===== config.mk =====
export PLATFORM = sky130hd
export DESIGN_NAME = qafm_mul_stage
export DESIGN_NICKNAME = d
export VERILOG_FILES = /design/src/rtl/core/qafm_pkg.sv /design/src/rtl/core/qafm_mul_stage.sv
export SDC_FILE = /design/constraint.sdc
export NUM_CORES = 2
export LEC_CHECK = 0
export CAP_MARGIN = 20
export CORE_ASPECT_RATIO = 1.75
export CORE_MARGIN = 10
export CORE_UTILIZATION = 40
export CTS_CLUSTER_SIZE = 8
export DETAILED_ROUTE_END_ITERATION = 8
export DONT_BUFFER_PORTS = 1
export PLACE_DENSITY = 0.56
export SLEW_MARGIN = 10
export SYNTH_ARGS = -nofsm -noshare
export SYNTH_HDL_FRONTEND = slang
export SYNTH_SLANG_ARGS = --single-unit
export TNS_END_PERCENT = 30

===== constraint.sdc =====
create_clock -name clock -period 7.3 [get_ports clock]
set_clock_uncertainty 0.15 [all_clocks]
set_input_delay 1.095 -clock clock [delete_from_list [all_inputs] [get_ports clock]]
set_output_delay 1.095 -clock clock [all_outputs]
set_load 0.01 [all_outputs]

===== src/rtl/core/qafm_pkg.sv =====
// Shared widths, register codes, reset values and mixing signs of the attitude mixer.
`default_nettype none

package qafm_pkg;

   localparam int InW       = 16;
   localparam int ErrW      = InW + 1;
   localparam int GainW     = 16;
   localparam int BaseW     = 24;
   localparam int ProdW     = ErrW + GainW;
   localparam int RateShift = 2;
   localparam int AxW       = ProdW + RateShift + 1;
   localparam int BaseShift = 12;
   localparam int SumW      = 39;
   localparam int FracW     = 20;
   localparam int MotorW    = 16;
   localparam int NumErr    = 6;
   localparam int NumAxis   = 3;
   localparam int NumMotor  = 4;
   localparam int RegIdxW   = 3;
   localparam int CsrDataW  = 24;

   localparam logic [RegIdxW-1:0] RegGainRollAngle  = 3'd0;
   localparam logic [RegIdxW-1:0] RegGainPitchAngle = 3'd1;
   localparam logic [RegIdxW-1:0] RegGainYawAngle   = 3'd2;
   localparam logic [RegIdxW-1:0] RegGainRollRate   = 3'd3;
   localparam logic [RegIdxW-1:0] RegGainPitchRate  = 3'd4;
   localparam logic [RegIdxW-1:0] RegGainYawRate    = 3'd5;
   localparam logic [RegIdxW-1:0] RegBaseThrust     = 3'd6;

   localparam int ErrRollAngle  = 0;
   localparam int ErrPitchAngle = 1;
   localparam int ErrYawAngle   = 2;
   localparam int ErrRollRate   = 3;
   localparam int ErrPitchRate  = 4;
   localparam int ErrYawRate    = 5;

   localparam int AxRoll  = 0;
   localparam int AxPitch = 1;
   localparam int AxYaw   = 2;

   typedef logic [NumErr-1:0][ErrW-1:0]     err_vec_type;
   typedef logic [NumErr-1:0][ProdW-1:0]    prod_vec_type;
   typedef logic [NumAxis-1:0][AxW-1:0]     ax_vec_type;
   typedef logic [NumMotor-1:0][SumW-1:0]   sum_vec_type;
   typedef logic [NumMotor-1:0][MotorW-1:0] motor_vec_type;

   typedef struct packed {
      logic [NumErr-1:0][GainW-1:0] gain;
      logic [BaseW-1:0]             base_thrust;
   } cfg_type;

   localparam cfg_type CfgReset = '{
      gain: {16'd4324, 16'd5626, 16'd4908, 16'd1256, 16'd35987, 16'd34582},
      base_thrust: 24'd7549747
   };

   // set bit: axis term added for that motor; angle and rate terms share a sign
   localparam logic [NumMotor-1:0][NumAxis-1:0] MixPlus = {
      3'b101, 3'b011, 3'b110, 3'b000
   };

endpackage

`default_nettype wire


===== src/rtl/core/qafm_mul_stage.sv =====
// Gain stage: six signed-by-unsigned products, registered.
`default_nettype none

module qafm_mul_stage (
   input  wire logic                  clock,
   input  wire logic                  reset,
   input  wire logic                  err_valid,
   output logic                       err_ready,
   input  wire qafm_pkg::err_vec_type err_data,
   input  wire qafm_pkg::cfg_type     cfg,
   output logic                       prod_valid,
   input  wire logic                  prod_ready,
   output qafm_pkg::prod_vec_type     prod_data
);

   logic                   valid_ff;
   qafm_pkg::prod_vec_type data_ff;
   qafm_pkg::prod_vec_type data_in;
   logic signed [qafm_pkg::ProdW:0] full [qafm_pkg::NumErr];
   logic                   load;

   assign err_ready = !valid_ff || prod_ready;
   assign load      = err_valid && err_ready;

   for (genvar k = 0; k < qafm_pkg::NumErr; k++) begin : g_mul
      assign full[k]    = $signed(err_data[k]) * $signed({1'b0, cfg.gain[k]});
      assign data_in[k] = full[k][qafm_pkg::ProdW-1:0];
   end

   always_ff @(posedge clock) begin
      if (reset) begin
         valid_ff <= 1'b0;
      end else if (err_ready) begin
         valid_ff <= err_valid;
      end
   end

   always_ff @(posedge clock) begin
      if (load) begin
         data_ff <= data_in;
      end
   end

   assign prod_valid = valid_ff;
   assign prod_data  = data_ff;

endmodule

`default_nettype wire


==> results.sh <==
export IMPL_outcome="finished clean"
export IMPL_grt_pass1_wl_um=292500
export IMPL_cp_slowest_cell="fa_1"
export IMPL_tightest_slew_ns=1.013
export IMPL_cts_buffers=25
export IMPL_ys_flop_type="edfxtp_1"
export IMPL_cts_sinks=199
export IMPL_cp_start_kind="input port"
export IMPL_start_util_pct=40.19
export IMPL_first_iter_violations=1903
export IMPL_gr_usage_all_layers_pct=19.93
export IMPL_cts_resized=0
export IMPL_hp_class="input port to flop"
export IMPL_synth_area_um2=68080
export IMPL_pre_cts_slack_ns=-0.1459
export IMPL_rows=200
export IMPL_cp_required_ns=7.47
export IMPL_die_area_um2=187800
export IMPL_drv_cap=0
export IMPL_clockBufferDepth=3
export IMPL_hold_viol=0
export IMPL_drive_above_1_share_pct=2.168
export IMPL_crit_path_max_fanout=17
export IMPL_path_buf_inv=7
export IMPL_cp_common_cell="fa_1"
export IMPL_clkTransAtPathRegs_ns=0.10
export IMPL_setup_viol=0
export IMPL_drc=0
export IMPL_cts_repair_timing_setup_buffer_count=0
export IMPL_grt_max_degree=103
export IMPL_die_width_um=331.9
export IMPL_synth_seq_area_share_pct=8.763
export IMPL_globalplace_congestion=0.8603
export IMPL_syn_inst=7230
export IMPL_antenna_found_initial=8
export IMPL_wl_per_cell_um=19.38
export IMPL_avgSynthCellArea_um2=9.417
export IMPL_fillerInstances=16770
export IMPL_cts_tree="done"
export IMPL_clk_latency_ns=0.58
export IMPL_worst_slack_ns=0.5221
export IMPL_finalCritPeriodShare_pct=92.85
export IMPL_vias=46430
export IMPL_ys_types=69
export IMPL_ant_nets=0
export IMPL_fmax_ghz=0.1475
export IMPL_ys_warn_count=0
export IMPL_worstPathArrival_ns=6.95
export IMPL_io_pins=426
export IMPL_r2r_cells=3
export IMPL_worstPathCellList="and2_1, fa_1, inv_1, fa_1, fa_1, fa_1, inv_1, fa_1, inv_1, fa_1, inv_1, ha_1, buf_4, nand2_1, nor2_1, a211oi_1, buf_4, a31oi_1, o311a_1, o21ai_2, buf_12, o211ai_1, a21oi_1, xnor2_1"
export IMPL_portBuffers=0
export IMPL_synth_fp_nets=9604
export IMPL_gr_total_overflow=0
export IMPL_worst_path_stages=24
export IMPL_async_reset_ff_share_pct=0
export IMPL_max_slew_margin_pct=32.45
export IMPL_nets=9518
export IMPL_hpwl_um=150700
export IMPL_ys_ff_latch=199
export IMPL_period_needed_ns=6.778
export IMPL_whs_path_depth=1
export IMPL_cp_end_kind="flop"
export IMPL_slowest_delay_ns=0.54
export IMPL_vias_per_cell=4.954
export IMPL_dr_pass1_iters=5
export IMPL_core_um2=169400
export IMPL_cts_root_buf="clkbuf_16"
export IMPL_grt_pass1_vias=53450
export IMPL_die_h_um=565.8
export IMPL_path_class="input port to flop"
export IMPL_htree_levels=4
export IMPL_wirelength_um=181600
export IMPL_critPathTopFamily="adder cells"
export IMPL_area_delta_synth_final_pct=5.056
export IMPL_postCtsHoldBufs=0
export IMPL_rsz0062_at_grt="no"
export IMPL_synth_edf_count=198
export IMPL_slew_violations=0
-- synthesized netlist by cell type (9+ instances only) --
cell / instances / area [um^2]
o21bai_1: 22 / 165.2
nor2b_1: 24 / 150.1
and3_1: 21 / 131.4
clkbuf_1: 213 / 799.5
ha_1: 504 / 6306
edfxtp_1: 198 / 5946
nand2_1: 922 / 3461
nor2_1: 86 / 322.8
o21a_1: 18 / 135.1
a211o_1: 10 / 87.58
nor3_1: 24 / 120.1
a21boi_0: 13 / 97.59
a21o_1: 71 / 533.0
o21ai_0: 75 / 375.4
nand2b_1: 26 / 162.7
a21oi_1: 124 / 620.6
or3_1: 9 / 56.30
fa_1: 1644 / 32910
nand3_1: 22 / 110.1
a211oi_1: 15 / 112.6
xnor2_1: 161 / 1410
xor2_1: 45 / 394.1
a31oi_1: 10 / 62.56
and2_1: 796 / 4980
inv_1: 2088 / 7838
-- per-stage QoR --
step	instances	setup TNS, ns	util [%]	cell area (um^2)	hold WS [ns]
2_1_floorplan	7230	0	-	68080	0.4430
3_3_place_gp	9339	-0.5081	41.82	70850	0.4954
3_5_place_dp	9339	-0.4594	41.82	70850	0.5055
4_1_cts	9371	0	42.22	71520	0.3597
5_1_grt	9372	0	42.22	71520	0.3909
6_report	9373	0	42.22	71520	0.4158
-- per-layer routing --
| layer | up-vias | global-route usage (%) | wire (um) |
|---|---|---|---|
| met5 | - | 0 | 27 |
| met4 | 4 | 7.617 | 7125 |
| met3 | 323 | 3.906 | 10350 |
| met2 | 1110 | 39.40 | 102000 |
| met1 | 24370 | 20.20 | 62090 |
| li1 | 20620 | - | - |
-- worst paths after layout --
path | start | end | slack (ns)
worst max-delay path | cfg[58] | prod_data[95]$_DFFE_PP_ | 0.52
worst min-delay path | reset | prod_valid$_SDFFE_PP0N_ | 0.42
worst max register to register | prod_valid$_SDFFE_PP0N_ | prod_data[152]$_DFFE_PP_ | 4.61
worst min register to register | prod_valid$_SDFFE_PP0N_ | prod_valid$_SDFFE_PP0N_ | 0.53
-- kinds of logic after synthesis --
family	after synthesis	share of synthesized area, %
AO/OA/AOI/OAI	416	4.032
XOR/XNOR	206	2.650
adder cells (fa/ha/maj)	2148	57.60
buffers and inverters	2303	12.70
flip-flops	199	8.763
multiplexers	3	0.04594
AND/OR/NAND/NOR	1955	14.21
-- registers in the layout (all words and copies together), names as in the netlist --
name	count
prod_valid	1
prod_data	198
-- cells in the final DEF, fill, tap and decap left out, types with 9 or more instances in the layout --
master	instances
a211o_1	10
a211oi_1	15
a21boi_0	13
a21o_1	71
a21oi_1	124
a31oi_1	10
and2_1	795
and3_1	21
buf_4	100
clkbuf_16	25
edfxtp_1	198
fa_1	1644
ha_1	504
inv_1	2088
nand2_1	922
nand2b_1	26
nand3_1	22
nor2_1	86
nor2b_1	24
nor3_1	24
o21a_1	18
o21ai_0	75
o21bai_1	22
or3_1	9
xnor2_1	161
xor2_1	45
-- cell type report --
cell class | instances | area, um^2 | share of cell area, %
antenna | 2 | 5.005 | 0.006997
clock buffer | 25 | 625.6 | 0.8747
clock inverter | 7 | 45.04 | 0.06298
inverter | 2088 | 7838 | 10.96
multi-input combinational | 4728 | 53470 | 74.76
sequential | 199 | 5966 | 8.341
tap | 2222 | 2780 | 3.887
timing repair buffer | 102 | 790.8 | 1.106
Power is not shown: default switching activity piles up to over one toggle a cycle in this logic, so the estimate is an artifact.
