## src/rtl/core/qafm_pkg.sv

```systemverilog
// Shared widths, register codes, reset values and mixing signs of the attitude mixer.
`default_nettype none

package qafm_pkg;

   localparam int InW       = 16;
   localparam int ErrW      = InW + 1;
   localparam int GainW     = 16;
   localparam int BaseW     = 24;
   localparam int ProdW     = ErrW + GainW;
   localparam int RateShift = 2;
   localparam int AxW       = ProdW + RateShift + 1;
   localparam int BaseShift = 12;
   localparam int SumW      = 39;
   localparam int FracW     = 20;
   localparam int MotorW    = 16;
   localparam int NumErr    = 6;
   localparam int NumAxis   = 3;
   localparam int NumMotor  = 4;
   localparam int RegIdxW   = 3;
   localparam int CsrDataW  = 24;

   localparam logic [RegIdxW-1:0] RegGainRollAngle  = 3'd0;
   localparam logic [RegIdxW-1:0] RegGainPitchAngle = 3'd1;
   localparam logic [RegIdxW-1:0] RegGainYawAngle   = 3'd2;
   localparam logic [RegIdxW-1:0] RegGainRollRate   = 3'd3;
   localparam logic [RegIdxW-1:0] RegGainPitchRate  = 3'd4;
   localparam logic [RegIdxW-1:0] RegGainYawRate    = 3'd5;
   localparam logic [RegIdxW-1:0] RegBaseThrust     = 3'd6;

   localparam int ErrRollAngle  = 0;
   localparam int ErrPitchAngle = 1;
   localparam int ErrYawAngle   = 2;
   localparam int ErrRollRate   = 3;
   localparam int ErrPitchRate  = 4;
   localparam int ErrYawRate    = 5;

   localparam int AxRoll  = 0;
   localparam int AxPitch = 1;
   localparam int AxYaw   = 2;

   typedef logic [NumErr-1:0][ErrW-1:0]     err_vec_type;
   typedef logic [NumErr-1:0][ProdW-1:0]    prod_vec_type;
   typedef logic [NumAxis-1:0][AxW-1:0]     ax_vec_type;
   typedef logic [NumMotor-1:0][SumW-1:0]   sum_vec_type;
   typedef logic [NumMotor-1:0][MotorW-1:0] motor_vec_type;

   typedef struct packed {
      logic [NumErr-1:0][GainW-1:0] gain;
      logic [BaseW-1:0]             base_thrust;
   } cfg_type;

   localparam cfg_type CfgReset = '{
      gain: {16'd4324, 16'd5626, 16'd4908, 16'd1256, 16'd35987, 16'd34582},
      base_thrust: 24'd7549747
   };

   // set bit: axis term added for that motor; angle and rate terms share a sign
   localparam logic [NumMotor-1:0][NumAxis-1:0] MixPlus = {
      3'b101, 3'b011, 3'b110, 3'b000
   };

endpackage

`default_nettype wire

```

## src/rtl/core/qafm_if.sv

```systemverilog
// Handshake channel interfaces: sensor request, motor response and register write.
`default_nettype none


interface qafm_csr_if;
   logic                            valid;
   logic                            ready;
   logic [qafm_pkg::RegIdxW-1:0]    index;
   logic [qafm_pkg::CsrDataW-1:0]   data;

   modport source (
      output valid, index, data,
      input  ready
   );
   modport sink (
      input  valid, index, data,
      output ready
   );
endinterface

`default_nettype wire

```

## src/rtl/core/qafm_csr_regs.sv

```systemverilog
// Gain and base thrust register file behind the write channel.
`default_nettype none

module qafm_csr_regs (
   input  wire logic        clock,
   input  wire logic        reset,
   qafm_csr_if.sink         csr,
   output qafm_pkg::cfg_type cfg
);

   qafm_pkg::cfg_type cfg_ff;
   qafm_pkg::cfg_type cfg_in;

   assign csr.ready = 1'b1;

   always_comb begin
      cfg_in = cfg_ff;
      if (csr.valid && csr.ready) begin
         unique case (csr.index) inside
            qafm_pkg::RegGainRollAngle, qafm_pkg::RegGainPitchAngle,
            qafm_pkg::RegGainYawAngle, qafm_pkg::RegGainRollRate,
            qafm_pkg::RegGainPitchRate, qafm_pkg::RegGainYawRate: begin
               cfg_in.gain[csr.index] = csr.data[qafm_pkg::GainW-1:0];
            end
            qafm_pkg::RegBaseThrust: begin
               cfg_in.base_thrust = csr.data[qafm_pkg::BaseW-1:0];
            end
            default: begin
               // drop writes past the register list
            end
         endcase
      end
   end

   always_ff @(posedge clock) begin
      if (reset) begin
         cfg_ff <= qafm_pkg::CfgReset;
      end else begin
         cfg_ff <= cfg_in;
      end
   end

   assign cfg = cfg_ff;

endmodule

`default_nettype wire

```

## src/flat_wrapper.sv

```systemverilog
// flat-port wrapper written by rule: the top's interface ports become plain ports
module qafm_csr_regs_flat 
  (clock, reset, cfg, csr_valid, csr_index, csr_data, csr_ready);
  qafm_csr_if csr_i ();
  input  wire logic clock;
  input  wire logic reset;
  output qafm_pkg::cfg_type cfg;
  input wire logic [$bits(csr_i.valid)-1:0] csr_valid;
  input wire logic [$bits(csr_i.index)-1:0] csr_index;
  input wire logic [$bits(csr_i.data)-1:0] csr_data;
  output wire logic [$bits(csr_i.ready)-1:0] csr_ready;
  assign csr_i.valid = csr_valid;
  assign csr_i.index = csr_index;
  assign csr_i.data = csr_data;
  assign csr_ready = csr_i.ready;
  qafm_csr_regs u_core (.clock(clock), .reset(reset), .csr(csr_i), .cfg(cfg));
endmodule
```

## config.mk

```make
export PLATFORM = sky130hd
export DESIGN_NAME = qafm_csr_regs_flat
export DESIGN_NICKNAME = d
export VERILOG_FILES = /design/src/rtl/core/qafm_pkg.sv /design/src/rtl/core/qafm_if.sv /design/src/rtl/core/qafm_csr_regs.sv /design/src/flat_wrapper.sv
export SDC_FILE = /design/constraint.sdc
export NUM_CORES = 1
export LEC_CHECK = 0
export BUFFER_PORTS_ARGS = -buffer_cell sky130_fd_sc_hd__buf_2
export CORE_MARGIN = 2
export CORE_UTILIZATION = 50
export CTS_CLUSTER_DIAMETER = 30
export DETAILED_ROUTE_END_ITERATION = 10
export GPL_TIMING_DRIVEN = 1
export PLACE_DENSITY = 0.87
export SYNTH_ARGS = -nofsm -noshare
export SYNTH_HDL_FRONTEND = slang
export SYNTH_SLANG_ARGS = --single-unit
```

## constraint.sdc

```tcl
create_clock -name clock -period 1.9 [get_ports clock]
set_clock_uncertainty 0.1 [all_clocks]
set_input_delay 0.19 -clock clock [delete_from_list [all_inputs] [get_ports clock]]
set_output_delay 0.19 -clock clock [all_outputs]
set_load 0.005 [all_outputs]
```

==> results.py <==
metrics = {
    "floorplan": {
        "die_w_um": 101,
        "start_util_pct": 51.2,
        "die_h_um": 101,
        "core_area_um2": 9200,
        "die-area_um2": 10200,
        "row_count": 35,
        "io-pin-count": 151,
    },
    "worst_setup_path": {
        "worst-path-stages": 1,
        "worstPathBufferInverterCount": 1,
        "crit_start": "u_core.cfg[94]$_SDFFE_PP1P_",
        "ff2ff_path_depth": 2,
        "r2r-start": "u_core.cfg[48]$_SDFFE_PP0P_",
        "endpoint": "cfg[94]",
        "critPathLaunchType": "register",
        "reg2reg_to": "u_core.cfg[48]$_SDFFE_PP0P_",
        "critical_path.cell_chain": "buf_2",
        "slowest_delay_ps": 360,
        "crit_path_max_fanout": 2,
        "slowest_stage": "dfxtp_1",
        "critPathTopFamily": "flip-flops",
        "crit_arrival_ps": 980,
        "required_ps": 1610,
        "r2r_setup_slack_ps": 1080,
        "setup.worst_path.class": "reg -> out",
        "critPathCaptureType": "primary output",
    },
    "global_route": {
        "grt_pass1_vias": 3868,
        "grt-ovfl-total": 0,
        "antenna_found_initial": 1,
        "grt_pass1_wl_mm": 19.5,
        "track_usage_pct": 25.0,
        "grt_max_degree": 58,
    },
    "worst_hold_path": {
        "hold_class": "in -> reg",
    },
    "finish": {
        "areaGrowthSynthToFinish_pct": 35.2,
        "final_common_cell": "buf_2",
        "layout_common_cells": "148 x buf_2, 120 x mux2i_1, 120 x dfxtp_1",
        "fillers": 718,
        "fin_util_pct": 69.3,
        "drive_gt1_share_pct": 30.9,
        "design_area_um2": 6370,
        "nets": 644,
        "largest_reg_flops": 120,
    },
    "logic_synthesis": {
        "ys_seq_area_share_pct": 51.0,
        "synth.avg_cell_area_um2": 10.6,
        "synth_area_um2": 4710,
        "synth_top_area_share_pct": 51.0,
        "ys_seq_elements": 120,
        "synth_largest_area_cell": "dfxtp_1",
        "yosys_warnings": 0,
        "ys_top_cells_by_area": "dfxtp_1 51%, mux2i_1 25%, nand2b_1 12%",
        "synth_cell_types": 15,
        "syn_nets": 476,
        "synth_cells": 446,
    },
    "placed_design": {
        "gp_congestion": 0.858,
        "io_buffers": 149,
        "hpwl_mm": 8.53,
        "dpl_worst_slack_ps": 398,
        "postPlaceCellArea_um2": 5540,
    },
    "cts": {
        "clock_path_buffers": 2,
        "worstSkewPairLatency_ps": 490,
        "clkTransAtPathRegs_ps": 60,
        "cts-root-buf": "clkbuf_8",
        "cts_tree": "done",
        "cts_max_level": 4,
        "postCtsSetupBuffers": 0,
        "numCtsBuffers": 17,
        "clock_sinks": 120,
    },
    "sta": {
        "rsz0062_at_grt": "no",
        "finalHoldViolations": 0,
        "layout_setup_ws_ps": 632,
        "tns_ps": 0,
        "drv_slew": 0,
        "setup_viol": 0,
        "min_period_ps": 1270,
        "max_freq_mhz": 789,
        "min_period_over_period_pct": 66.7,
    },
    "pwr": {
        "p_per_area_nw_per_um2": 981,
        "ir_drop_uv": 674,
        "leakage_uw": 0.00319,
    },
    "route": {
        "viasPerCell": 5.08,
        "wl_per_cell_um": 17.3,
        "drtAntennaViolNets": 0,
        "drtPass1Iterations": 4,
        "vias": 3752,
        "drt_iter0_drc": 113,
        "wirelength_mm": 12.8,
        "drc": 0,
    },
    "flow_run": {
        "cap_violations": 0,
    },
    "status": {
        "status": "complete, no violations",
    },
}
==> worst min-delay path, stage by stage <==
cell,delay (ps)
buf_2,80
nand2b_1,190
mux2i_1,180
==> how the worst min path moves through the flow <==
stage | from | end | depth (start not counted)
global placement | csr_data[17] | u_core.cfg[17]$_SDFFE_PP1P_ | 3
finish | csr_data[14] | u_core.cfg[14]$_SDFFE_PP0P_ | 3
floorplan | csr_data[18] | u_core.cfg[18]$_SDFFE_PP0P_ | 2
detailed placement | csr_data[16] | u_core.cfg[16]$_SDFFE_PP1P_ | 3
CTS | csr_data[14] | u_core.cfg[38]$_SDFFE_PP0P_ | 3
global route | csr_data[14] | u_core.cfg[14]$_SDFFE_PP0P_ | 3
==> layout make-up <==
class	count	area (µm²)	area share [%]
tap	111	139	2.18
clock buffer	18	418	6.56
sequential	120	2400	37.7
clock inverter	14	186	2.93
antenna	1	2.50	0.0393
timing repair buffer	185	1100	17.3
multi-input combinational	290	2120	33.3
==> layer usage <==
layer | part of all wire [%] | vias to the layer above | global-route usage [%]
met5 | 0 | - | 0
met1 | 42 | 1803 | 29.2
li1 | - | 1809 | -
met2 | 50 | 112 | 43.4
met3 | 4.5 | 28 | 5.41
met4 | 2.9 | 0 | 12.3
==> where the power goes <==
part / switching [µW] / leakage (µW) / total [µW] / internal, µW
registers: 31.0 / 0.000973 / 2600 / 2570
logic: 211 / 0.00192 / 411 / 200
clock network: 1200 / 0.000289 / 3240 / 2040
total: 1440 / 0.00319 / 6250 / 4810
==> what timing repair did <==
action	in CTS	in global routing
endpoints found under the hold margin	79	0
hold buffers	23	0
gates resized for setup	0	0
==> synth_stat cells, drive strengths merged <==
cell type,instances
dfxtp,120
and4bb,1
and4b,3
conb,1
nand2b,87
buf,17
nand4bb,3
or4b,1
clkbuf,19
nand4b,2
mux2i,120
nor2,72
==> cells by family after synthesis <==
kind of cell | share of synthesized area, %
DFF | 51.0
muxes | 25.5
other | 0.0796
and+or+nand+nor | 19.5
buffers and inverters | 3.96
==> stage by stage <==
stage	power, µW	cells	hold slack [ps]
floorplan	2870	446	245
global placement	3010	683	347
detailed placement	3030	683	362
CTS	6280	738	67.1
global route	6440	739	113
finish	6250	739	95.5
No activity file was read; power rests on OpenSTA's default activity.
