$ cat src/rtl/core/qafm_pkg.sv
// Shared widths, register codes, reset values and mixing signs of the attitude mixer.
`default_nettype none

package qafm_pkg;

   localparam int InW       = 16;
   localparam int ErrW      = InW + 1;
   localparam int GainW     = 16;
   localparam int BaseW     = 24;
   localparam int ProdW     = ErrW + GainW;
   localparam int RateShift = 2;
   localparam int AxW       = ProdW + RateShift + 1;
   localparam int BaseShift = 12;
   localparam int SumW      = 39;
   localparam int FracW     = 20;
   localparam int MotorW    = 16;
   localparam int NumErr    = 6;
   localparam int NumAxis   = 3;
   localparam int NumMotor  = 4;
   localparam int RegIdxW   = 3;
   localparam int CsrDataW  = 24;

   localparam logic [RegIdxW-1:0] RegGainRollAngle  = 3'd0;
   localparam logic [RegIdxW-1:0] RegGainPitchAngle = 3'd1;
   localparam logic [RegIdxW-1:0] RegGainYawAngle   = 3'd2;
   localparam logic [RegIdxW-1:0] RegGainRollRate   = 3'd3;
   localparam logic [RegIdxW-1:0] RegGainPitchRate  = 3'd4;
   localparam logic [RegIdxW-1:0] RegGainYawRate    = 3'd5;
   localparam logic [RegIdxW-1:0] RegBaseThrust     = 3'd6;

   localparam int ErrRollAngle  = 0;
   localparam int ErrPitchAngle = 1;
   localparam int ErrYawAngle   = 2;
   localparam int ErrRollRate   = 3;
   localparam int ErrPitchRate  = 4;
   localparam int ErrYawRate    = 5;

   localparam int AxRoll  = 0;
   localparam int AxPitch = 1;
   localparam int AxYaw   = 2;

   typedef logic [NumErr-1:0][ErrW-1:0]     err_vec_type;
   typedef logic [NumErr-1:0][ProdW-1:0]    prod_vec_type;
   typedef logic [NumAxis-1:0][AxW-1:0]     ax_vec_type;
   typedef logic [NumMotor-1:0][SumW-1:0]   sum_vec_type;
   typedef logic [NumMotor-1:0][MotorW-1:0] motor_vec_type;

   typedef struct packed {
      logic [NumErr-1:0][GainW-1:0] gain;
      logic [BaseW-1:0]             base_thrust;
   } cfg_type;

   localparam cfg_type CfgReset = '{
      gain: {16'd4324, 16'd5626, 16'd4908, 16'd1256, 16'd35987, 16'd34582},
      base_thrust: 24'd7549747
   };

   // set bit: axis term added for that motor; angle and rate terms share a sign
   localparam logic [NumMotor-1:0][NumAxis-1:0] MixPlus = {
      3'b101, 3'b011, 3'b110, 3'b000
   };

endpackage

`default_nettype wire

$ cat src/rtl/core/qafm_if.sv
// Handshake channel interfaces: sensor request, motor response and register write.
`default_nettype none

interface qafm_req_if;
   logic                             valid;
   logic                             ready;
   logic signed [qafm_pkg::InW-1:0]  roll_ref;
   logic signed [qafm_pkg::InW-1:0]  pitch_ref;
   logic signed [qafm_pkg::InW-1:0]  yaw_rate_ref;
   logic signed [qafm_pkg::InW-1:0]  roll_angle;
   logic signed [qafm_pkg::InW-1:0]  pitch_angle;
   logic signed [qafm_pkg::InW-1:0]  yaw_angle;
   logic signed [qafm_pkg::InW-1:0]  roll_rate;
   logic signed [qafm_pkg::InW-1:0]  pitch_rate;
   logic signed [qafm_pkg::InW-1:0]  yaw_rate;

   modport source (
      output valid, roll_ref, pitch_ref, yaw_rate_ref, roll_angle, pitch_angle,
             yaw_angle, roll_rate, pitch_rate, yaw_rate,
      input  ready
   );
   modport sink (
      input  valid, roll_ref, pitch_ref, yaw_rate_ref, roll_angle, pitch_angle,
             yaw_angle, roll_rate, pitch_rate, yaw_rate,
      output ready
   );
endinterface


`default_nettype wire

$ cat src/rtl/core/qafm_err_stage.sv
// Input stage: form and register the six attitude and rate errors.
`default_nettype none

module qafm_err_stage (
   input  wire logic                  clock,
   input  wire logic                  reset,
   qafm_req_if.sink                   req,
   output logic                       err_valid,
   input  wire logic                  err_ready,
   output qafm_pkg::err_vec_type      err_data
);

   logic                  valid_ff;
   qafm_pkg::err_vec_type data_ff;
   qafm_pkg::err_vec_type data_in;
   logic                  load;

   assign req.ready = !valid_ff || err_ready;
   assign load      = req.valid && req.ready;

   always_comb begin
      data_in[qafm_pkg::ErrRollAngle]  = {req.roll_ref[qafm_pkg::InW-1], req.roll_ref}
                                       - {req.roll_angle[qafm_pkg::InW-1], req.roll_angle};
      data_in[qafm_pkg::ErrPitchAngle] = {req.pitch_ref[qafm_pkg::InW-1], req.pitch_ref}
                                       - {req.pitch_angle[qafm_pkg::InW-1], req.pitch_angle};
      data_in[qafm_pkg::ErrYawAngle]   = {qafm_pkg::ErrW{1'b0}}
                                       - {req.yaw_angle[qafm_pkg::InW-1], req.yaw_angle};
      data_in[qafm_pkg::ErrRollRate]   = {qafm_pkg::ErrW{1'b0}}
                                       - {req.roll_rate[qafm_pkg::InW-1], req.roll_rate};
      data_in[qafm_pkg::ErrPitchRate]  = {qafm_pkg::ErrW{1'b0}}
                                       - {req.pitch_rate[qafm_pkg::InW-1], req.pitch_rate};
      data_in[qafm_pkg::ErrYawRate]    = {req.yaw_rate_ref[qafm_pkg::InW-1], req.yaw_rate_ref}
                                       - {req.yaw_rate[qafm_pkg::InW-1], req.yaw_rate};
   end

   always_ff @(posedge clock) begin
      if (reset) begin
         valid_ff <= 1'b0;
      end else if (req.ready) begin
         valid_ff <= req.valid;
      end
   end

   always_ff @(posedge clock) begin
      if (load) begin
         data_ff <= data_in;
      end
   end

   assign err_valid = valid_ff;
   assign err_data  = data_ff;

endmodule

`default_nettype wire

$ cat src/flat_wrapper.sv
// flat-port wrapper written by rule: the top's interface ports become plain ports
module qafm_err_stage_flat 
  (clock, reset, err_valid, err_ready, err_data, req_valid, req_roll_ref, req_pitch_ref, req_yaw_rate_ref, req_roll_angle, req_pitch_angle, req_yaw_angle, req_roll_rate, req_pitch_rate, req_yaw_rate, req_ready);
  qafm_req_if req_i ();
  input  wire logic clock;
  input  wire logic reset;
  output logic err_valid;
  input  wire logic err_ready;
  output qafm_pkg::err_vec_type err_data;
  input wire logic [$bits(req_i.valid)-1:0] req_valid;
  input wire logic [$bits(req_i.roll_ref)-1:0] req_roll_ref;
  input wire logic [$bits(req_i.pitch_ref)-1:0] req_pitch_ref;
  input wire logic [$bits(req_i.yaw_rate_ref)-1:0] req_yaw_rate_ref;
  input wire logic [$bits(req_i.roll_angle)-1:0] req_roll_angle;
  input wire logic [$bits(req_i.pitch_angle)-1:0] req_pitch_angle;
  input wire logic [$bits(req_i.yaw_angle)-1:0] req_yaw_angle;
  input wire logic [$bits(req_i.roll_rate)-1:0] req_roll_rate;
  input wire logic [$bits(req_i.pitch_rate)-1:0] req_pitch_rate;
  input wire logic [$bits(req_i.yaw_rate)-1:0] req_yaw_rate;
  output wire logic [$bits(req_i.ready)-1:0] req_ready;
  assign req_i.valid = req_valid;
  assign req_i.roll_ref = req_roll_ref;
  assign req_i.pitch_ref = req_pitch_ref;
  assign req_i.yaw_rate_ref = req_yaw_rate_ref;
  assign req_i.roll_angle = req_roll_angle;
  assign req_i.pitch_angle = req_pitch_angle;
  assign req_i.yaw_angle = req_yaw_angle;
  assign req_i.roll_rate = req_roll_rate;
  assign req_i.pitch_rate = req_pitch_rate;
  assign req_i.yaw_rate = req_yaw_rate;
  assign req_ready = req_i.ready;
  qafm_err_stage u_core (.clock(clock), .reset(reset), .req(req_i), .err_valid(err_valid), .err_ready(err_ready), .err_data(err_data));
endmodule
$ cat config.mk
export PLATFORM = sky130hd
export DESIGN_NAME = qafm_err_stage_flat
export DESIGN_NICKNAME = d
export VERILOG_FILES = /design/src/rtl/core/qafm_pkg.sv /design/src/rtl/core/qafm_if.sv /design/src/rtl/core/qafm_err_stage.sv /design/src/flat_wrapper.sv
export SDC_FILE = /design/constraint.sdc
export NUM_CORES = 1
export LEC_CHECK = 0
export ABC_AREA = 1
export BUFFER_PORTS_ARGS = -buffer_cell sky130_fd_sc_hd__buf_2
export CAP_MARGIN = 30
export CORE_MARGIN = 2
export CORE_UTILIZATION = 53
export CTS_BUF_LIST = sky130_fd_sc_hd__clkbuf_4
export DETAILED_ROUTE_END_ITERATION = 10
export GPL_ROUTABILITY_DRIVEN = 0
export PLACE_DENSITY = 0.82
export RECOVER_POWER = 100
export SETUP_SLACK_MARGIN = 0.3
export SLEW_MARGIN = 10
export SYNTH_ARGS = -nofsm -noshare
export SYNTH_HDL_FRONTEND = slang
export SYNTH_SLANG_ARGS = --single-unit
$ cat constraint.sdc
create_clock -name clock -period 8.05 [get_ports clock]
set_input_delay 1.61 -clock clock [delete_from_list [all_inputs] [get_ports clock]]
set_output_delay 1.61 -clock clock [all_outputs]
set_load 0.02 [all_outputs]
==> impl_metrics.py <==
metrics = {
    "status": {
        "run_status": "finished, violations left",
        "violations": "capacitance limit, slew limit",
    },
    "worst_setup_path": {
        "worstPathMaxFanout": 62,
        "critPathRequiredTime_ps": 8160,
        "r2r_slack_ps": 4680,
        "critPathLaunchType": "primary input",
        "criticalPathCategory": "primary input to register",
        "cp.arrival_ps": 4350,
        "end_kind": "register",
    },
    "logic_synthesis": {
        "synth-seq-cells": 103,
        "ys_top_cells_by_area": "edfxtp_1, nand2_1, inv_1",
        "post_synth_num_cell_types": 28,
        "synth-edff-count": 102,
        "syn_area_um2": 7310,
        "async_flop_share_pct": 0,
        "syn_area_per_cell_um2": 7.68,
        "synth_top_area_share_pct": 41.9,
        "synth_seq_area_share_pct": 42.2,
        "syn_nets": 1154,
        "yosys_warnings": 0,
        "synth_top_area_cell": "edfxtp_1",
        "yosysMostFrequentCell": "nand2_1",
        "syn_inst": 952,
        "synth_flop_cell": "edfxtp_1",
        "netlist_top_cells_count": "nand2_1, inv_1, edfxtp_1",
    },
    "clock_tree": {
        "cts_resized": 0,
        "root_buffer": "clkbuf_4",
        "cts_buffers": 9,
        "cts_tree": "built",
        "htree_levels": 3,
        "clockBufferDepth": 2,
        "postCtsHoldBufs": 0,
        "cts_setup_buffers": 0,
        "clkLatencyLatePin_ps": 470,
        "clk_pin_slew_worst_paths_ps": 160,
        "cts_sinks": 103,
    },
    "hold_path": {
        "hp-class": "register to register",
    },
    "finish": {
        "fillers": 1263,
        "final_layout_size_suffix_gt1_share_pct": 14.5,
        "final_nets": 1418,
        "syn_to_final_growth_pct": 19.7,
    },
    "floorplanning": {
        "die_h_um": 121,
        "pin_count": 252,
        "die_area_um2": 14700,
        "start_util_pct": 54.8,
        "die_w_um": 121,
        "row_count": 42,
        "core_um2": 13300,
    },
    "routing": {
        "drt_first_pass_iters": 9,
        "wirelength_um": 17200,
        "drt_iter0_markers": 441,
        "ant_nets": 0,
        "via_per_inst": 4.81,
        "wl_per_cell_um": 12.3,
        "drc": 0,
        "vias": 6735,
    },
    "timing": {
        "layout_setup_ws_ps": 3810,
        "rsz0062_at_grt": "no",
        "fin_crit_ps": 4240,
        "fin_crit_sh_pct": 52.6,
        "maxSlewHeadroom_pct": -47.4,
        "slew_viol_final": 42,
        "fmax_mhz": 236,
        "hold_viol": 0,
        "fin_setup_tns_ps": 0,
        "setup-violations-final": 0,
        "finalClockSkew_ps": 12.3,
        "worst_pin_slew_ps": 2210,
    },
    "global_routing": {
        "grt_pass1_wl_um": 27300,
        "grt_max_degree": 63,
        "grt_pass1_vias": 6199,
        "grtUsageTotal_pct": 23.3,
        "antenna_found_initial": 3,
        "grt_overflow_total": 0,
    },
    "power": {
        "ir_drop_v": 0.0000812,
        "power_w": 0.00135,
        "p_per_area_nw_per_um2": 155,
        "p_leak_nw": 4.73,
    },
    "placement": {
        "dp_hpwl_um": 13900,
        "io_buffer_count": 251,
        "preCtsSetupSlack_ps": 4400,
    },
    "job": {
        "maxCapViolations": 1,
    },
}
report_power, final:
group / internal [W] / total, W / leakage [nW] / switching, W
Sequential: 0.000657 / 0.000672 / 0.998 / 0.0000147
Combinational: 0.000136 / 0.000406 / 3.66 / 0.000270
Clock: 0.000102 / 0.000276 / 0.0731 / 0.000174
Total: 0.000895 / 0.00135 / 4.73 / 0.000459
flip-flops by register name (all words and copies together) (netlist names):
signal / count
u_core.err_valid: 1
u_core.err_data: 102
through the flow:
stage          utilization [%]  std cells  cell area, µm²  hold slack [ps]
2_1_floorplan                -        952            7310              705
3_3_place_gp              66.0       1381            8810              520
3_5_place_dp              66.0       1381            8810              528
4_1_cts                   67.1       1397            8950              548
5_1_grt                   65.6       1399            8750              622
6_report                  65.6       1399            8750              556
layout by cell type (no fill, tap or decap):
| cell type | count |
|---|---|
| a31oi_1 | 3 |
| nand2_1 | 324 |
| nor3_1 | 21 |
| fa_1 | 3 |
| nand3_1 | 56 |
| inv_1 | 220 |
| ha_1 | 51 |
| clkbuf_4 | 11 |
| dfxtp_1 | 1 |
| clkinvlp_4 | 2 |
| a21oi_4 | 1 |
| or2_0 | 2 |
| nor2_2 | 3 |
| o21ai_0 | 1 |
| clkinv_4 | 3 |
| buf_2 | 140 |
| clkbuf_1 | 111 |
| or2_1 | 4 |
| buf_1 | 1 |
| buf_4 | 1 |
| nand2_2 | 5 |
| diode_2 | 2 |
| a21oi_1 | 30 |
| nor2_1 | 50 |
| inv_2 | 9 |
| edfxtp_1 | 102 |
| nand4_1 | 9 |
| xor2_1 | 38 |
| bufinv_16 | 1 |
| clkinv_2 | 1 |
| xnor2_1 | 14 |
| nand3b_1 | 1 |
| clkinv_1 | 1 |
| and2_1 | 1 |
worst paths after layout:
check                   startpoint  cells after the start                  end
setup / recovery         err_ready                      5  u_core.err_data[86]
hold / removal    u_core.err_valid                      2     u_core.err_valid
setup reg to reg  u_core.err_valid                      3  u_core.err_data[86]
hold reg to reg   u_core.err_valid                      2     u_core.err_valid
layer usage:
metal / up-vias / routed length (µm) / GRT usage (%)
met1: 2955 / 7000 / 28.3
met2: 274 / 8280 / 40.6
met3: 39 / 1480 / 5.12
met5: - / 7 / 0
li1: 3465 / - / -
met4: 2 / 405 / 8.48
layout make-up:
| cell class | instances | area, µm² | share of cell area, % |
|---|---|---|---|
| Inverter | 232 | 881 | 10.1 |
| Sequential cell | 103 | 3080 | 35.2 |
| Timing Repair Buffer | 253 | 1130 | 12.9 |
| Antenna cell | 2 | 5.00 | 0.0572 |
| Clock buffer | 11 | 82.6 | 0.944 |
| Clock inverter | 5 | 58.8 | 0.672 |
| Tap cell | 176 | 220 | 2.52 |
| Multi-Input combinational cell | 617 | 3290 | 37.6 |
critical path: stages:
cell and delay [ps]:
buf_2 70, inv_1 60, a21oi_4 110, clkbuf_1 1580, buf_4 860
logic make-up (layout without fill, tap and decap cells):
family | after synthesis | after routing | share of synthesized area [%]
adders and majority gates | 54 | 54 | 9.55
xor gates and xnor gates | 52 | 52 | 6.23
buffers and inverters | 232 | 501 | 12.0
other | 0 | 2 | 0
DFF | 103 | 103 | 42.2
AOI/OAI and AO/OA | 35 | 35 | 2.45
and+or+nand+nor | 476 | 476 | 27.6
No activity file was read; power rests on OpenSTA's default activity.
