`src/rtl/core/qafm_pkg.sv`:
```
// Shared widths, register codes, reset values and mixing signs of the attitude mixer.
`default_nettype none

package qafm_pkg;

   localparam int InW       = 16;
   localparam int ErrW      = InW + 1;
   localparam int GainW     = 16;
   localparam int BaseW     = 24;
   localparam int ProdW     = ErrW + GainW;
   localparam int RateShift = 2;
   localparam int AxW       = ProdW + RateShift + 1;
   localparam int BaseShift = 12;
   localparam int SumW      = 39;
   localparam int FracW     = 20;
   localparam int MotorW    = 16;
   localparam int NumErr    = 6;
   localparam int NumAxis   = 3;
   localparam int NumMotor  = 4;
   localparam int RegIdxW   = 3;
   localparam int CsrDataW  = 24;

   localparam logic [RegIdxW-1:0] RegGainRollAngle  = 3'd0;
   localparam logic [RegIdxW-1:0] RegGainPitchAngle = 3'd1;
   localparam logic [RegIdxW-1:0] RegGainYawAngle   = 3'd2;
   localparam logic [RegIdxW-1:0] RegGainRollRate   = 3'd3;
   localparam logic [RegIdxW-1:0] RegGainPitchRate  = 3'd4;
   localparam logic [RegIdxW-1:0] RegGainYawRate    = 3'd5;
   localparam logic [RegIdxW-1:0] RegBaseThrust     = 3'd6;

   localparam int ErrRollAngle  = 0;
   localparam int ErrPitchAngle = 1;
   localparam int ErrYawAngle   = 2;
   localparam int ErrRollRate   = 3;
   localparam int ErrPitchRate  = 4;
   localparam int ErrYawRate    = 5;

   localparam int AxRoll  = 0;
   localparam int AxPitch = 1;
   localparam int AxYaw   = 2;

   typedef logic [NumErr-1:0][ErrW-1:0]     err_vec_type;
   typedef logic [NumErr-1:0][ProdW-1:0]    prod_vec_type;
   typedef logic [NumAxis-1:0][AxW-1:0]     ax_vec_type;
   typedef logic [NumMotor-1:0][SumW-1:0]   sum_vec_type;
   typedef logic [NumMotor-1:0][MotorW-1:0] motor_vec_type;

   typedef struct packed {
      logic [NumErr-1:0][GainW-1:0] gain;
      logic [BaseW-1:0]             base_thrust;
   } cfg_type;

   localparam cfg_type CfgReset = '{
      gain: {16'd4324, 16'd5626, 16'd4908, 16'd1256, 16'd35987, 16'd34582},
      base_thrust: 24'd7549747
   };

   // set bit: axis term added for that motor; angle and rate terms share a sign
   localparam logic [NumMotor-1:0][NumAxis-1:0] MixPlus = {
      3'b101, 3'b011, 3'b110, 3'b000
   };

endpackage

`default_nettype wire

```
`src/rtl/core/qafm_if.sv`:
```
// Handshake channel interfaces: sensor request, motor response and register write.
`default_nettype none


interface qafm_rsp_if;
   logic                            valid;
   logic                            ready;
   logic [qafm_pkg::MotorW-1:0]     motor_one;
   logic [qafm_pkg::MotorW-1:0]     motor_two;
   logic [qafm_pkg::MotorW-1:0]     motor_three;
   logic [qafm_pkg::MotorW-1:0]     motor_four;

   modport source (
      output valid, motor_one, motor_two, motor_three, motor_four,
      input  ready
   );
   modport sink (
      input  valid, motor_one, motor_two, motor_three, motor_four,
      output ready
   );
endinterface


`default_nettype wire

```
`src/rtl/core/qafm_mix_stage.sv`:
```
// Mixing stages: per-axis sums, per-motor signed sums with thrust, clamp to motor range.
`default_nettype none

module qafm_mix_stage (
   input  wire logic                   clock,
   input  wire logic                   reset,
   input  wire logic                   prod_valid,
   output logic                        prod_ready,
   input  wire qafm_pkg::prod_vec_type prod_data,
   input  wire qafm_pkg::cfg_type      cfg,
   qafm_rsp_if.source                  rsp
);

   localparam int TopW = qafm_pkg::FracW + qafm_pkg::MotorW;

   logic                    ax_v_ff;
   qafm_pkg::ax_vec_type    ax_ff;
   qafm_pkg::ax_vec_type    ax_in;
   logic                    sum_v_ff;
   qafm_pkg::sum_vec_type   sum_ff;
   qafm_pkg::sum_vec_type   sum_in;
   logic                    out_v_ff;
   qafm_pkg::motor_vec_type motor_ff;
   qafm_pkg::motor_vec_type motor_in;
   logic                    ax_ready;
   logic                    sum_ready;
   logic                    out_ready;
   logic signed [qafm_pkg::SumW-1:0] base_ext;
   logic signed [qafm_pkg::SumW-1:0] ax_ext [qafm_pkg::NumAxis];

   assign out_ready  = !out_v_ff || rsp.ready;
   assign sum_ready  = !sum_v_ff || out_ready;
   assign ax_ready   = !ax_v_ff || sum_ready;
   assign prod_ready = ax_ready;

   always_comb begin
      ax_in[qafm_pkg::AxRoll]  = $signed(prod_data[qafm_pkg::ErrRollAngle])
                               + ($signed(prod_data[qafm_pkg::ErrRollRate]) <<< qafm_pkg::RateShift);
      ax_in[qafm_pkg::AxPitch] = $signed(prod_data[qafm_pkg::ErrPitchAngle])
                               + ($signed(prod_data[qafm_pkg::ErrPitchRate]) <<< qafm_pkg::RateShift);
      ax_in[qafm_pkg::AxYaw]   = $signed(prod_data[qafm_pkg::ErrYawAngle])
                               + ($signed(prod_data[qafm_pkg::ErrYawRate]) <<< qafm_pkg::RateShift);
   end

   assign base_ext = {{(qafm_pkg::SumW - qafm_pkg::BaseW - qafm_pkg::BaseShift){1'b0}},
                      cfg.base_thrust, {qafm_pkg::BaseShift{1'b0}}};

   for (genvar a = 0; a < qafm_pkg::NumAxis; a++) begin : g_ax
      assign ax_ext[a] = qafm_pkg::SumW'($signed(ax_ff[a]));
   end

   always_comb begin
      for (int m = 0; m < qafm_pkg::NumMotor; m++) begin
         sum_in[m] = base_ext;
         for (int a = 0; a < qafm_pkg::NumAxis; a++) begin
            sum_in[m] = qafm_pkg::MixPlus[m][a] ? sum_in[m] + ax_ext[a]
                                                : sum_in[m] - ax_ext[a];
         end
      end
   end

   always_comb begin
      for (int m = 0; m < qafm_pkg::NumMotor; m++) begin
         if (sum_ff[m][qafm_pkg::SumW-1]) begin
            motor_in[m] = '0;
         end else if (|sum_ff[m][qafm_pkg::SumW-2:TopW]) begin
            motor_in[m] = '1;
         end else begin
            motor_in[m] = sum_ff[m][TopW-1:qafm_pkg::FracW];
         end
      end
   end

   always_ff @(posedge clock) begin
      if (reset) begin
         ax_v_ff  <= 1'b0;
         sum_v_ff <= 1'b0;
         out_v_ff <= 1'b0;
      end else begin
         if (ax_ready) begin
            ax_v_ff <= prod_valid;
         end
         if (sum_ready) begin
            sum_v_ff <= ax_v_ff;
         end
         if (out_ready) begin
            out_v_ff <= sum_v_ff;
         end
      end
   end

   always_ff @(posedge clock) begin
      if (prod_valid && ax_ready) begin
         ax_ff <= ax_in;
      end
      if (ax_v_ff && sum_ready) begin
         sum_ff <= sum_in;
      end
      if (sum_v_ff && out_ready) begin
         motor_ff <= motor_in;
      end
   end

   assign rsp.valid       = out_v_ff;
   assign rsp.motor_one   = motor_ff[0];
   assign rsp.motor_two   = motor_ff[1];
   assign rsp.motor_three = motor_ff[2];
   assign rsp.motor_four  = motor_ff[3];

   a_neg_sum_zero : assert property (@(posedge clock) disable iff (reset)
      (sum_v_ff && out_ready && sum_ff[0][qafm_pkg::SumW-1]) |=> (rsp.motor_one == '0))
      else $error("negative sum did not give a zero command");

   a_big_sum_sat : assert property (@(posedge clock) disable iff (reset)
      (sum_v_ff && out_ready && !sum_ff[3][qafm_pkg::SumW-1]
       && (|sum_ff[3][qafm_pkg::SumW-2:TopW])) |=> (rsp.motor_four == '1))
      else $error("oversized sum did not saturate");

   a_sum_advances : assert property (@(posedge clock) disable iff (reset)
      (sum_v_ff && !out_v_ff) |=> out_v_ff)
      else $error("finished sum not moved into an empty output register");

endmodule

`default_nettype wire

```
`src/flat_wrapper.sv`:
```
// flat-port wrapper written by rule: the top's interface ports become plain ports
module qafm_mix_stage_flat 
  (clock, reset, prod_valid, prod_ready, prod_data, cfg, rsp_valid, rsp_motor_one, rsp_motor_two, rsp_motor_three, rsp_motor_four, rsp_ready);
  qafm_rsp_if rsp_i ();
  input  wire logic clock;
  input  wire logic reset;
  input  wire logic prod_valid;
  output logic prod_ready;
  input  wire qafm_pkg::prod_vec_type prod_data;
  input  wire qafm_pkg::cfg_type cfg;
  output wire logic [$bits(rsp_i.valid)-1:0] rsp_valid;
  output wire logic [$bits(rsp_i.motor_one)-1:0] rsp_motor_one;
  output wire logic [$bits(rsp_i.motor_two)-1:0] rsp_motor_two;
  output wire logic [$bits(rsp_i.motor_three)-1:0] rsp_motor_three;
  output wire logic [$bits(rsp_i.motor_four)-1:0] rsp_motor_four;
  input wire logic [$bits(rsp_i.ready)-1:0] rsp_ready;
  assign rsp_valid = rsp_i.valid;
  assign rsp_motor_one = rsp_i.motor_one;
  assign rsp_motor_two = rsp_i.motor_two;
  assign rsp_motor_three = rsp_i.motor_three;
  assign rsp_motor_four = rsp_i.motor_four;
  assign rsp_i.ready = rsp_ready;
  qafm_mix_stage u_core (.clock(clock), .reset(reset), .prod_valid(prod_valid), .prod_ready(prod_ready), .prod_data(prod_data), .cfg(cfg), .rsp(rsp_i));
endmodule
```
`config.mk`:
```
export PLATFORM = sky130hd
export DESIGN_NAME = qafm_mix_stage_flat
export DESIGN_NICKNAME = d
export VERILOG_FILES = /design/src/rtl/core/qafm_pkg.sv /design/src/rtl/core/qafm_if.sv /design/src/rtl/core/qafm_mix_stage.sv /design/src/flat_wrapper.sv
export SDC_FILE = /design/constraint.sdc
export NUM_CORES = 1
export LEC_CHECK = 0
export ABC_AREA = 1
export BUFFER_PORTS_ARGS = -buffer_cell sky130_fd_sc_hd__buf_2
export CORE_UTILIZATION = 30
export CTS_BUF_LIST = sky130_fd_sc_hd__clkbuf_4 sky130_fd_sc_hd__clkbuf_8
export CTS_CLUSTER_SIZE = 25
export DETAILED_ROUTE_END_ITERATION = 8
export SLEW_MARGIN = 10
export SYNTH_ARGS = -nofsm -noshare
export SYNTH_HDL_FRONTEND = slang
export SYNTH_SLANG_ARGS = --single-unit
export TNS_END_PERCENT = 10
```
`constraint.sdc`:
```
create_clock -name clock -period 5.2 [get_ports clock]
set_input_delay 0.78 -clock clock [delete_from_list [all_inputs] [get_ports clock]]
set_output_delay 0.78 -clock clock [all_outputs]
set_load 0.01 [all_outputs]
```
==> results of run 1 <==
## metrics by stage
stage	area [um^2]	instances
3_3_place_gp	34300	5816
6_report	35400	5908
3_5_place_dp	34300	5816
5_1_grt	35400	5908
2_1_floorplan	30100	4093
4_1_cts	35400	5906
## path summary, 6_finish.rpt
kind                            from                 end  slack [ns]  depth (start not counted)
hold reg to reg       u_core.ax_v_ff     u_core.sum_v_ff        0.50                          2
setup / recovery  u_core.ax_ext[100]  u_core.sum_ff[113]        0.40                         20
setup reg to reg  u_core.ax_ext[100]  u_core.sum_ff[113]        0.40                         20
hold / removal                 reset      u_core.ax_v_ff        0.31                          2
## worst register-to-register path, cell delays in order (launching register included)
cell and delay (ns):
edfxtp_1 0.35, inv_1 0.05, ha_1 0.36, buf_4 0.19, nor2_1 0.08, inv_1 0.07
nor2_1 0.14, nand4_1 0.10, o21ai_1 0.37, nand2_1 0.09, nand3_1 0.09, xor2_1 0.57
fa_1 0.58, ha_1 0.36, nand2_1 0.11, nor2_1 0.18, nand2_1 0.11, nor3_1 0.22
nand4_1 0.27, nand4_1 0.18, nand2_1 0.07
## Yosys cell counts (10+ instances only)
cell type,n
fa_1,151
nor3_1,71
o21ai_0,225
inv_1,657
inv_2,24
xor2_1,128
o21ai_1,10
nor4_1,13
clkbuf_1,13
xnor2_1,29
nor2_1,421
buf_2,11
nand3_1,184
a21o_1,35
edfxtp_1,248
nand2_2,17
o21bai_1,33
o21a_1,25
nand4_1,56
a21boi_0,11
nand2_1,871
ha_1,303
a21oi_1,472
## area by class of cell
cell class                 count  area, um^2
fill                       10642       63400
multi-input combinational   3131       19900
sequential                   251        7510
timing repair buffer         463        2760
inverter                     684        2570
tap                         1287        1610
clock buffer                  55         719
clock inverter                35         374
antenna                        2        5.00
## flip-flops by register name, summed over array words and instances, names as in the netlist
signal	count
u_core.ax_ext	108
u_core.sum_ff	76
u_core.rsp.motor_four	16
u_core.rsp.motor_one	16
u_core.rsp.motor_three	16
u_core.rsp.motor_two	16
u_core.ax_v_ff	1
u_core.rsp.valid	1
u_core.sum_v_ff	1
## power breakdown
part / total, uW / switching, uW / internal [uW] / leakage, uW
combinational: 14200 / 9190 / 4970 / 0.0139
clock: 2260 / 966 / 1290 / 0.000552
sequential: 3500 / 353 / 3140 / 0.00239
total: 19900 / 10500 / 9410 / 0.0168
## metal layers
metal	track usage, %	up-vias
li1	-	14484
met1	28.4	13448
met2	36.8	827
met3	3.51	184
met4	9.47	8
met5	0	-
## kinds of logic (layout without fill, tap and decap cells)
kind of cell | after synthesis | count (layout)
flops | 251 | 251
buf+inv | 711 | 1237
xor+xnor | 159 | 159
fa+ha+maj | 454 | 454
compound gates | 855 | 855
simple gates | 1663 | 1663
other cells | 0 | 2
==> impl_results.md, run 1 <==
- Core Region: 98900 um^2
- Most frequent CP cell: nand2_1
- Max Cap Violations: 0
- Top Metal Used: met5
- Worst-Margin Slew: 1.06 ns
- Yosys top cell area share: 24.8%
- Initial antenna violation count: 6
- Worst setup SP type: flip-flop
- Clk_lat worst skew: 0.67 ns
- # hold bufs at CTS: 0
- Post-DP HPWL: 101 mm
- Post-cts gate resize count: 0
- Most common cell after layout, fill and taps aside: nand2_1
- Clock-pin slew on the worst setup and hold paths: 0.06 ns
- Final Max Tran Viols: 0
- Met2 routed WL: 52.3 mm
- Die Area: 102000 um^2
- Top FF cell, synth: edfxtp_1
- FP Rows: 115
- Starting Density: 30.4%
- Post-Synthesis Cells: 4093
- Root buf cell: clkbuf_8
- Critical path class: reg2reg
- Adder-cell share of the synthesized area: 22.7%
- Vias per cell: 4.90
- Fraction of layout instances using a drive strength above 1: 13.5%
- Vias: 28951
- Layout area overhead: 17.8%
- Total track usage: 22.2%
- Largest buffer count on any clock path: 3
- Main area contributors after synthesis: edfxtp_1 (25%), ha_1 (13%), nand2_1 (11%)
- Async set-or-reset flop fraction in the synthesized netlist: 0%
- Static Leak: 0.0168 uW
- Yosys cell types: 53
- PortBufs: 291
- DRT met1 WL: 50.1 mm
- Routed wire length: 114 mm
- Max-slew headroom: 28.5%
- Total gr overflow: 0
- Kind of cell adding the most delay to the critical path: simple AND/OR/NAND/NOR gates
- Power per cell area: 562 nW/um^2
- Detail Route Antenna Nets: 0
- Critical path, cell by cell: inv_1 > ha_1 > buf_4 > nor2_1 > inv_1 > nor2_1 > nand4_1 > o21ai_1 > nand2_1 > nand3_1 > xor2_1 > fa_1 > ha_1 > nand2_1 > nor2_1 > nand2_1 > nor3_1 > nand4_1 > nand4_1 > nand2_1
- Mapped Avg Cell Area: 7.35 um^2
- CTS H-Tree Depth: 2
- Chip height: 319 um
- Max stage delay on crit path: 0.57 ns
- Syn nets: 4869
- Number of synthesized register bits: 251
- Ys Warns: 0
- Post-Synth XOR/XNOR Area: 4.68%
- Clock sink count: 251
- Utilization after layout: 35.8%
- Die Span X: 319 um
- First-pass GRT wire length: 170 mm
- Worst VDD drop: 220 uV
- Synth area leader: edfxtp_1
- CTS tree: yes
- Vias in the first global route: 28406
- Worst slack, placed: -0.0208 ns
- Critical Path Slowest Stage Cell: xor2_1
- Synthesized area: 30100 um^2
- # setup viols final: 0
- Final worst slack: 0.403 ns
- Overall power: 19900 uW
- Mux contribution to synthesized area: 0%
- Run status: complete, no violations
- Maximum clock frequency: 208 MHz
- Iter 0 DRT Violations: 1797
- Final Critical Period: 4.80 ns
- DR WL met3: 6.62 mm
- CP endpoint kind: flip-flop
- Main combinational cell family by area after synthesis: simple AND/OR/NAND/NOR gates
- Unrepaired setup endpoints after global routing: false
- Hold Path Class: in2reg
- GP Congestion: 1.08
- Final period util: 92.3%
- Worst endpoint data arrival time: 5.20 ns
- Worst hold slack: 0.310 ns
- Skew final: 0.0414 ns
- WP buf/inv: 3
- Pin count of the biggest net entering global routing: 70
- Sequential element share of the synthesized area: 25.0%
- Post-Synth Simple-Gate Area: 23.0%
- Final Hold Violating Endpoints: 0
- Final setup TNS: 0 ns
- Avg WL per Cell: 19.4 um
- # DRC: 0
- Critical-path maximum fanout: 6
- CTS Buf Count: 49
- Most frequent cells in the layout: nand2_1 (871), inv_1 (655), a21oi_1 (471)
- Worst EP required: 5.60 ns
- IO Pins: 388
- Final #Nets: 5356
- Number of synthesized flops with an enable pin: 248
- Drt first pass iters: 8
- Synth Area in Compound Gates: 15.7%
- Setup bufs post-CTS: 0
(Power assumes the default switching activity.)
==> run 2: changes to the inputs <==
--- a/config.mk
+++ b/config.mk
@@ -11,6 +11,7 @@
 export CTS_BUF_LIST = sky130_fd_sc_hd__clkbuf_4 sky130_fd_sc_hd__clkbuf_8
 export CTS_CLUSTER_SIZE = 25
 export DETAILED_ROUTE_END_ITERATION = 8
+export RECOVER_POWER = 100
 export SLEW_MARGIN = 10
 export SYNTH_ARGS = -nofsm -noshare
 export SYNTH_HDL_FRONTEND = slang
==> impl_results.md, run 2 (synthesis gave the netlist of run 1 again) <==
- Critical Path Slowest Stage Cell: fa_1
- Final Critical Period: 4.86 ns (+0.0620 ns)
- # setup viols final: 0 (unchanged)
- Largest buffer count on any clock path: 3 (unchanged)
- WP buf/inv: 2 (-1)
- Utilization after layout: 35.6% (-0.22 points)
- Core Region: 98900 um^2 (unchanged)
- Total gr overflow: 0 (unchanged)
- Vias in the first global route: 28406 (unchanged)
- Detail Route Antenna Nets: 0 (unchanged)
- Routed wire length: 115 mm (+0.15%)
- Unrepaired setup endpoints after global routing: false
- Iter 0 DRT Violations: 1944 (+8.2%)
- # DRC: 0 (unchanged)
- Max stage delay on crit path: 0.54 ns (-0.03 ns)
- Max Cap Violations: 5 (+5)
- Starting Density: 30.4% (unchanged)
- Die Area: 102000 um^2 (unchanged)
- Layout area overhead: 17.1%
- Most frequent cells in the layout: nand2_1 (872), inv_1 (656), a21oi_1 (472)
- CTS Buf Count: 49 (unchanged)
- Post-DP HPWL: 101 mm (unchanged)
- Drt first pass iters: 9 (+1)
- FP Rows: 115 (unchanged)
- Vias per cell: 4.90 (about the same)
- Final-layout fill cell count: 10689 (+0.44%)
- IO Pins: 388 (unchanged)
- Critical path, cell by cell: inv_1 > ha_1 > nand3_1 > nor2_1 > nand2_2 > o21ai_4 > nand2_1 > nand2_2 > xor2_1 > fa_1 > inv_1 > ha_1 > a21oi_1 > o21ai_0 > a21oi_1 > o21a_1 > nand2_1 > xor2_1
- Post-cts gate resize count: 0 (unchanged)
- Max reg flops: 108 (unchanged)
- Critical-path maximum fanout: 5 (-1)
- First-pass GRT wire length: 170 mm (unchanged)
- Maximum clock frequency: 206 MHz (-1.3%)
- Worst endpoint data arrival time: 5.24 ns (+0.04 ns)
- Hold Path Class: in2reg
- Fraction of layout instances using a drive strength above 1: 11.4% (-2.1 points)
- Kind of cell adding the most delay to the critical path: compound AO/OA/AOI/OAI gates
- Most common cell after layout, fill and taps aside: nand2_1
- CTS H-Tree Depth: 2 (unchanged)
- Worst setup SP type: flip-flop
- Run status: finished with violations
- Final #Nets: 5356 (unchanged)
- Failing checks: capacitance limit, slew limit
- Overall power: 19800 uW (-0.38%)
- Final Max Tran Viols: 182 (+182)
- Skew final: 0.0431 ns (+0.00171 ns)
- Die Span X: 319 um (unchanged)
- Clock-pin slew on the worst setup and hold paths: 0.06 ns (about the same)
- Vias: 28942 (-0.031%)
- Initial antenna violation count: 6 (unchanged)
- Final period util: 93.4% (+1.2 points)
- Final Hold Violating Endpoints: 0 (unchanged)
- Pin count of the biggest net entering global routing: 70 (unchanged)
- Total track usage: 22.2% (unchanged)
- Max-slew headroom: -82.7% (-110 points)
- CTS tree: yes
- Worst EP required: 5.58 ns (-0.02 ns)
- # hold bufs at CTS: 0 (unchanged)
- Clock sink count: 251 (unchanged)
- Chip height: 319 um (unchanged)
- Worst-Margin Slew: 2.74 ns (+1.68 ns)
- Static Leak: 0.0166 uW (-1.6%)
- PortBufs: 291 (unchanged)
- GP Congestion: 1.08 (unchanged)
- Worst VDD drop: 223 uV (+1.2%)
- Clk_lat worst skew: 0.67 ns (about the same)
- Critical path class: reg2reg
- Power per cell area: 564 nW/um^2 (+0.23%)
- Root buf cell: clkbuf_8
- Setup bufs post-CTS: 0 (unchanged)
- CP endpoint kind: flip-flop
- Avg WL per Cell: 19.4 um (+0.15%)
==> run 2: cell count changes in the layout (fill, tap and decap cells not counted), sizes merged <==
cell	previous run	this run
clkinv	24	26
clkbuf	55	141
clkinvlp	4	5
buf	463	377
inv	684	681
==> run 2: layout make-up <==
cell class,count,area [um^2],share of cell area [%]
tap,1287,1610,4.57
clock buffer,55,719,2.04
sequential,251,7510,21.3
clock inverter,35,374,1.06
antenna,2,5.00,0.0142
inverter,684,2570,7.30
timing repair buffer,463,2600,7.39
multi-input combinational,3131,19800,56.3
==> run 2: where the power goes <==
| part | leakage (uW) | internal, uW | switching [uW] |
|---|---|---|---|
| Combinational | 0.0136 | 4890 | 9190 |
| Clock | 0.000552 | 1290 | 968 |
| Sequential | 0.00239 | 3150 | 353 |
| Total | 0.0166 | 9330 | 10500 |
==> run 2: final timing paths <==
| check | start | end | slack [ns] | cells after the start |
|---|---|---|---|---|
| worst max register to register | u_core.ax_ext[78] | u_core.sum_ff[68] | 0.34 | 18 |
| worst min-delay path | prod_data[67] | u_core.ax_ext[1] | 0.31 | 1 |
| worst min register to register | u_core.sum_v_ff | u_core.rsp.valid | 0.48 | 2 |
| worst max-delay path | u_core.ax_ext[78] | u_core.sum_ff[68] | 0.34 | 18 |
==> run 2: worst register-to-register path: cells and delay by family, from the launching register on <==
family	cells	cell delay, ns
XOR/XNOR	2	0.56
AND/OR/NAND/NOR	6	0.99
buffers and inverters	2	0.34
flip-flops	1	0.43
adder cells (fa/ha/maj)	3	1.08
AO/OA/AOI/OAI	5	1.22
==> run 2: routing by layer <==
| metal | routed length (um) | GRT usage [%] | vias up | part of all wire (%) |
|---|---|---|---|---|
| met5 | 44 | 0 | - | 0.038 |
| met4 | 5370 | 9.47 | 8 | 4.7 |
| met3 | 6850 | 3.51 | 192 | 6.0 |
| met2 | 52300 | 36.8 | 839 | 46 |
| met1 | 50000 | 28.4 | 13411 | 44 |
| li1 | - | - | 14492 | - |
==> run 2: metrics by stage <==
stage	hold slack (ns)	TNS (ns)	worst slack (ns)	instances	instance area, um^2
after CTS	0.254	0	0.505	5906	35400
after global routing	0.274	0	0.0901	5908	35200
after floorplan	0.450	0	0.781	4093	30100
final	0.314	0	0.341	5908	35200
after global placement	0.487	0	0.0120	5816	34300
after detailed placement	0.497	-0.0208	-0.0208	5816	34300
